==> src/rtl/core/cuha_pkg.sv <==
// Shared types and constants for the column usage hash accumulator.
// No dependencies; used by every module in rtl/core.
package cuha_pkg;

    // Command codes (input tuser)
    localparam logic [1:0] CMD_ACCUM  = 2'd0;
    localparam logic [1:0] CMD_REMOVE = 2'd1;
    localparam logic [1:0] CMD_EVICT  = 2'd2;
    localparam logic [1:0] CMD_READ   = 2'd3;

    // Status codes (output tuser)
    localparam logic [2:0] ST_UPDATED  = 3'd0;
    localparam logic [2:0] ST_CREATED  = 3'd1;
    localparam logic [2:0] ST_FULL     = 3'd2;
    localparam logic [2:0] ST_REMOVED  = 3'd3;
    localparam logic [2:0] ST_NOTFOUND = 3'd4;
    localparam logic [2:0] ST_SWEPT    = 3'd5;
    localparam logic [2:0] ST_READ     = 3'd6;

    localparam logic [1:0] USAGE_BAD = 2'd3;

    localparam logic [36:0] USEC_PER_DAY  = 37'd86400000000;
    localparam logic [11:0] EVICT_MAX     = 12'd4095;
    localparam logic [11:0] WINDOW_RESET  = 12'd7;
    localparam logic [31:0] HASH_MUL      = 32'd31;

    typedef struct packed {
        logic        valid;
        logic [31:0] rel;
        logic [15:0] col;
        logic [1:0]  usage;
        logic [31:0] count;
        logic [47:0] rent;
        logic [62:0] last;
    } t_entry;

    typedef struct packed {
        logic [2:0]  status;
        logic [10:0] slot;
        logic        used;
        logic [31:0] rel;
        logic [15:0] col;
        logic [1:0]  usage;
        logic [31:0] count;
        logic [47:0] rent;
        logic [62:0] last;
        logic [11:0] evicted;
    } t_result;

    // ASCII usage letters: 'p', 's', 'j'
    function automatic logic [31:0] usage_code(input logic [1:0] u);
        logic [31:0] c;
        case (u)
            2'd0:    c = 32'd112;
            2'd1:    c = 32'd115;
            2'd2:    c = 32'd106;
            default: c = 32'd0;
        endcase
        return c;
    endfunction

endpackage

==> src/rtl/core/cuha_hash.sv <==
// Home slot unit: 32-bit key hash, then remainder by the table size.
// Depends on cuha_pkg. Power-of-two sizes mask; others use a reciprocal multiply.
module cuha_hash #(
    parameter int TABLE_SLOTS = 2048,
    parameter int SW          = 11
) (
    input  logic          i_clk,
    input  logic          i_rst_n,
    input  logic          i_start,
    input  logic [31:0]   i_rel,
    input  logic [15:0]   i_col,
    input  logic [1:0]    i_usage,
    output logic          o_done,
    output logic [SW-1:0] o_home
);
    import cuha_pkg::*;

    localparam bit          IS_POW2 = ((TABLE_SLOTS & (TABLE_SLOTS - 1)) == 0);
    localparam logic [SW:0] MODN    = (SW+1)'(TABLE_SLOTS);
    localparam logic [31:0] QMUL    = 32'(TABLE_SLOTS);
    // floor(2^32 / N): quotient estimate is low by at most one
    localparam logic [31:0] RECIP   = 32'((64'd1 << 32) / TABLE_SLOTS);

    logic [31:0]   r_h;
    logic [31:0]   r_q;
    logic [SW:0]   r_r;
    logic [SW-1:0] r_rem;
    logic [1:0]    r_step;
    logic          r_busy;
    logic          r_done;

    logic [31:0]   w_hash;
    logic [63:0]   w_prod;
    logic [31:0]   w_qn;
    logic [31:0]   w_diff;
    logic [SW-1:0] n_rem;

    // rel*31*31 + sext(col)*31 + code, wrapping at 32 bits
    assign w_hash = i_rel * HASH_MUL * HASH_MUL
                  + {{16{i_col[15]}}, i_col} * HASH_MUL
                  + usage_code(i_usage);

    // step 0: quotient estimate, step 1: partial remainder (< 2N), step 2: correction
    assign w_prod = 64'(r_h) * 64'(RECIP);
    assign w_qn   = r_q * QMUL;
    assign w_diff = r_h - w_qn;
    assign n_rem  = (r_r >= MODN) ? SW'(r_r - MODN) : SW'(r_r);

    always_ff @(posedge i_clk) begin
        if (!i_rst_n) begin
            r_busy <= 1'b0;
            r_done <= 1'b0;
        end else begin
            r_done <= 1'b0;
            if (i_start) begin
                r_h    <= w_hash;
                r_step <= 2'd0;
                r_busy <= 1'b1;
            end else if (r_busy) begin
                if (IS_POW2) begin
                    r_rem  <= r_h[SW-1:0];
                    r_busy <= 1'b0;
                    r_done <= 1'b1;
                end else begin
                    case (r_step)
                        2'd0: begin
                            r_q    <= w_prod[63:32];
                            r_step <= 2'd1;
                        end
                        2'd1: begin
                            r_r    <= w_diff[SW:0];
                            r_step <= 2'd2;
                        end
                        default: begin
                            r_rem  <= n_rem;
                            r_busy <= 1'b0;
                            r_done <= 1'b1;
                        end
                    endcase
                end
            end
        end
    end

    assign o_done = r_done;
    assign o_home = r_rem;

endmodule

==> config.mk <==
export PLATFORM = sky130hd
export DESIGN_NAME = cuha_hash
export DESIGN_NICKNAME = d
export VERILOG_FILES = /design/src/rtl/core/cuha_pkg.sv /design/src/rtl/core/cuha_hash.sv
export SDC_FILE = /design/constraint.sdc
export NUM_CORES = 1
export LEC_CHECK = 0
export ABC_AREA = 1
export BUFFER_PORTS_ARGS = -buffer_cell sky130_fd_sc_hd__buf_2
export CORE_ASPECT_RATIO = 2
export CORE_MARGIN = 1.5
export CORE_UTILIZATION = 35
export CTS_CLUSTER_DIAMETER = 80
export DETAILED_ROUTE_END_ITERATION = 6
export SLEW_MARGIN = 20
export SYNTH_ARGS = -nofsm -noshare
export SYNTH_HDL_FRONTEND = slang
export SYNTH_SLANG_ARGS = --single-unit
==> constraint.sdc <==
create_clock -name i_clk -period 10.82 [get_ports i_clk]
set_input_delay 3.246 -clock i_clk [delete_from_list [all_inputs] [get_ports i_clk]]
set_output_delay 3.246 -clock i_clk [all_outputs]
set_load 0.005 [all_outputs]
==> flow_summary.json <==
{
  "status": "finished clean",
  "gp_congestion": 0.823,
  "num_vias": 2912,
  "syn_area_per_cell_um2": 9.22,
  "rsz0062_at_grt": "false",
  "drive_gt1_share_pct": 11.1,
  "ios": 65,
  "grt_pass1_wl_um": 13200,
  "ant_nets": 0,
  "use_met1_pct": 10.7,
  "path_max_fanout": 8,
  "htree_levels": 1,
  "yosys.area_share.adder_pct": 49.4,
  "row_count": 56,
  "grt_pass1_vias": 3229,
  "die_w_um": 81.1,
  "clk_latency_ns": 0.25,
  "syn_area_mm2": 0.00427,
  "cts_made_buffers": 3,
  "cts_buffer_depth": 2,
  "fin_setup_tns_ns": 0,
  "setup_violations": 0,
  "yosys_warnings": 0,
  "die_h_um": 159,
  "fillers": 1188,
  "clock_skew_ns": 0.00115,
  "dieArea_mm2": 0.0129,
  "start_util_pct": 36.2,
  "dp_hpwl_um": 7140,
  "period_needed_ns": 10.20,
  "overflow": 0,
  "yosysSeqAreaShare_pct": 16.4,
  "antenna_found_initial": 0,
  "fmax_ghz": 0.0980,
  "path_clk_slew_ns": 0.06,
  "grt_usage_pct": 13.0,
  "start_kind": "input pin",
  "syn_inst": 463,
  "dr.pass1.iters": 4,
  "syn-num-nets": 640,
  "maxSlewViolCount": 0,
  "synthMuxAreaShare_pct": 0,
  "timing.final.crit_share_pct": 94.3,
  "cts-resized-gates": 0,
  "critPathKind": "input pin to flip-flop",
  "dp_slack_ns": 0.290,
  "cap_violations": 0,
  "diodes": 0,
  "yosys.area_share.simple_pct": 11.9,
  "vias_per_cell": 4.49,
  "post_cts_buffers": 0,
  "slew_headroom_pct": 41.3,
  "worst_pin_slew_ns": 0.877,
  "final_cell_mix": "inv_1, fa_1, nand2_1, ha_1, buf_2",
  "core_area_mm2": 0.0118,
  "clkSinkCount": 24,
  "initialDrtViolationCount": 61,
  "io_buffers": 38,
  "fin_util_pct": 40.2,
  "synth_top_family_by_area": "adder cells",
  "met3_usage_pct": 0.630,
  "top_usage_layer": "met2",
  "synth-seq-cells": 24,
  "synth-compound-area-share_pct": 2.87,
  "setup_slack_ns": 0.620,
  "grt_util_met2_pct": 29.2,
  "drc": 0,
  "worstPathRequired_ns": 10.82,
  "grt_max_degree": 15,
  "cp-end-kind": "flip-flop",
  "worst_ep_arrival_time_ns": 10.20,
  "drt-total-wl_um": 7580,
  "area_growth_pct": 10.8,
  "min_path_type": "flip-flop to flip-flop",
  "wl_per_cell_um": 11.7,
  "ctsHoldBuffers": 0,
  "cts_root_buffer": "clkbuf_16",
  "nets": 681,
  "layout_commonest_cell": "inv_1",
  "synthDistinctLibCells": 26,
  "cts_tree": "yes",
  "final_hold_viol_count": 0,
  "synth_xor_area_share_pct": 6.10
}
-- path summary, 6_finish.rpt --
kind,start,end,slack (ns),depth (start not counted)
setup / recovery,i_rel[0],r_h[10]$_DFFE_PP_,0.62,28
hold / removal,r_h[1]$_DFFE_PP_,o_home[1]$_DFFE_PP_,0.42,0
setup reg to reg,r_busy$_SDFF_PN0_,o_home[5]$_DFFE_PP_,9.40,2
hold reg to reg,r_h[1]$_DFFE_PP_,o_home[1]$_DFFE_PP_,0.42,0
-- cell type report --
cell class                 instances  area, um2  area share, %
tap                              145        181           3.84
clock inverter                     1       30.0          0.635
multi-input combinational        290       3000           63.4
sequential                        24        701           14.8
clock buffer                       3       75.1           1.59
inverter                         147        552           11.7
timing repair buffer              38        190           4.02
-- cell usage after synthesis (all sizes together) --
| cell type | instances | area, um2 |
|---|---|---|
| a31oi | 1 | 6.26 |
| o211ai | 2 | 20.0 |
| a21oi | 12 | 71.3 |
| dfxtp | 2 | 40.0 |
| nor2 | 24 | 90.1 |
| nand2 | 73 | 287 |
| xnor2 | 10 | 87.6 |
| edfxtp | 22 | 661 |
| fa | 74 | 1480 |
| nand3 | 17 | 108 |
| inv | 147 | 552 |
| buf | 2 | 16.3 |
| xor2 | 18 | 173 |
| or2 | 1 | 6.26 |
| ha | 50 | 626 |
| nor3 | 1 | 5.00 |
| o21ai | 5 | 25.0 |
| nand4 | 2 | 12.5 |
-- cell families (layout without fill, tap and decap cells) --
group | after synthesis | count (layout)
simple gates | 118 | 118
buf+inv | 149 | 189
compound gates | 20 | 20
xor+xnor | 28 | 28
fa+ha+maj | 124 | 124
flops | 24 | 24
-- flip-flops by register name, indices dropped and copies added (netlist names) --
register and flops:
o_home 11, r_h 11, r_busy 1, o_done 1
-- per-stage QoR --
stage	hold WS, ns	area (um2)	instances
6_report	0.417	4730	648
4_1_cts	0.420	4730	648
3_3_place_gp	0.403	4620	644
2_1_floorplan	0.400	4270	463
5_1_grt	0.426	4730	648
3_5_place_dp	0.406	4620	644
-- metal layers --
layer	routed length (um)	vias up
met3	109	10
li1	-	1435
met4	159	0
met5	0	-
met2	5060	36
met1	2250	1431
-- worst max-delay path: stages --
cell and delay, ns:
buf_2 0.16, fa_1 0.57, inv_1 0.05, fa_1 0.47, inv_1 0.08, fa_1 0.45
ha_1 0.37, nand3_1 0.09, nand2_1 0.16, a21oi_1 0.08, o21ai_0 0.32, xor2_1 0.24
inv_1 0.08, fa_1 0.48, inv_1 0.05, fa_1 0.53, inv_1 0.06, fa_1 0.47
fa_1 0.52, fa_1 0.55, inv_1 0.04, ha_1 0.33, a21oi_1 0.17, o21ai_0 0.09
nor2_1 0.24, nand3_1 0.12, nand3_1 0.10, nand2_1 0.08
Power is not shown: default switching activity piles up to over one toggle a cycle in this logic, so the estimate is an artifact.
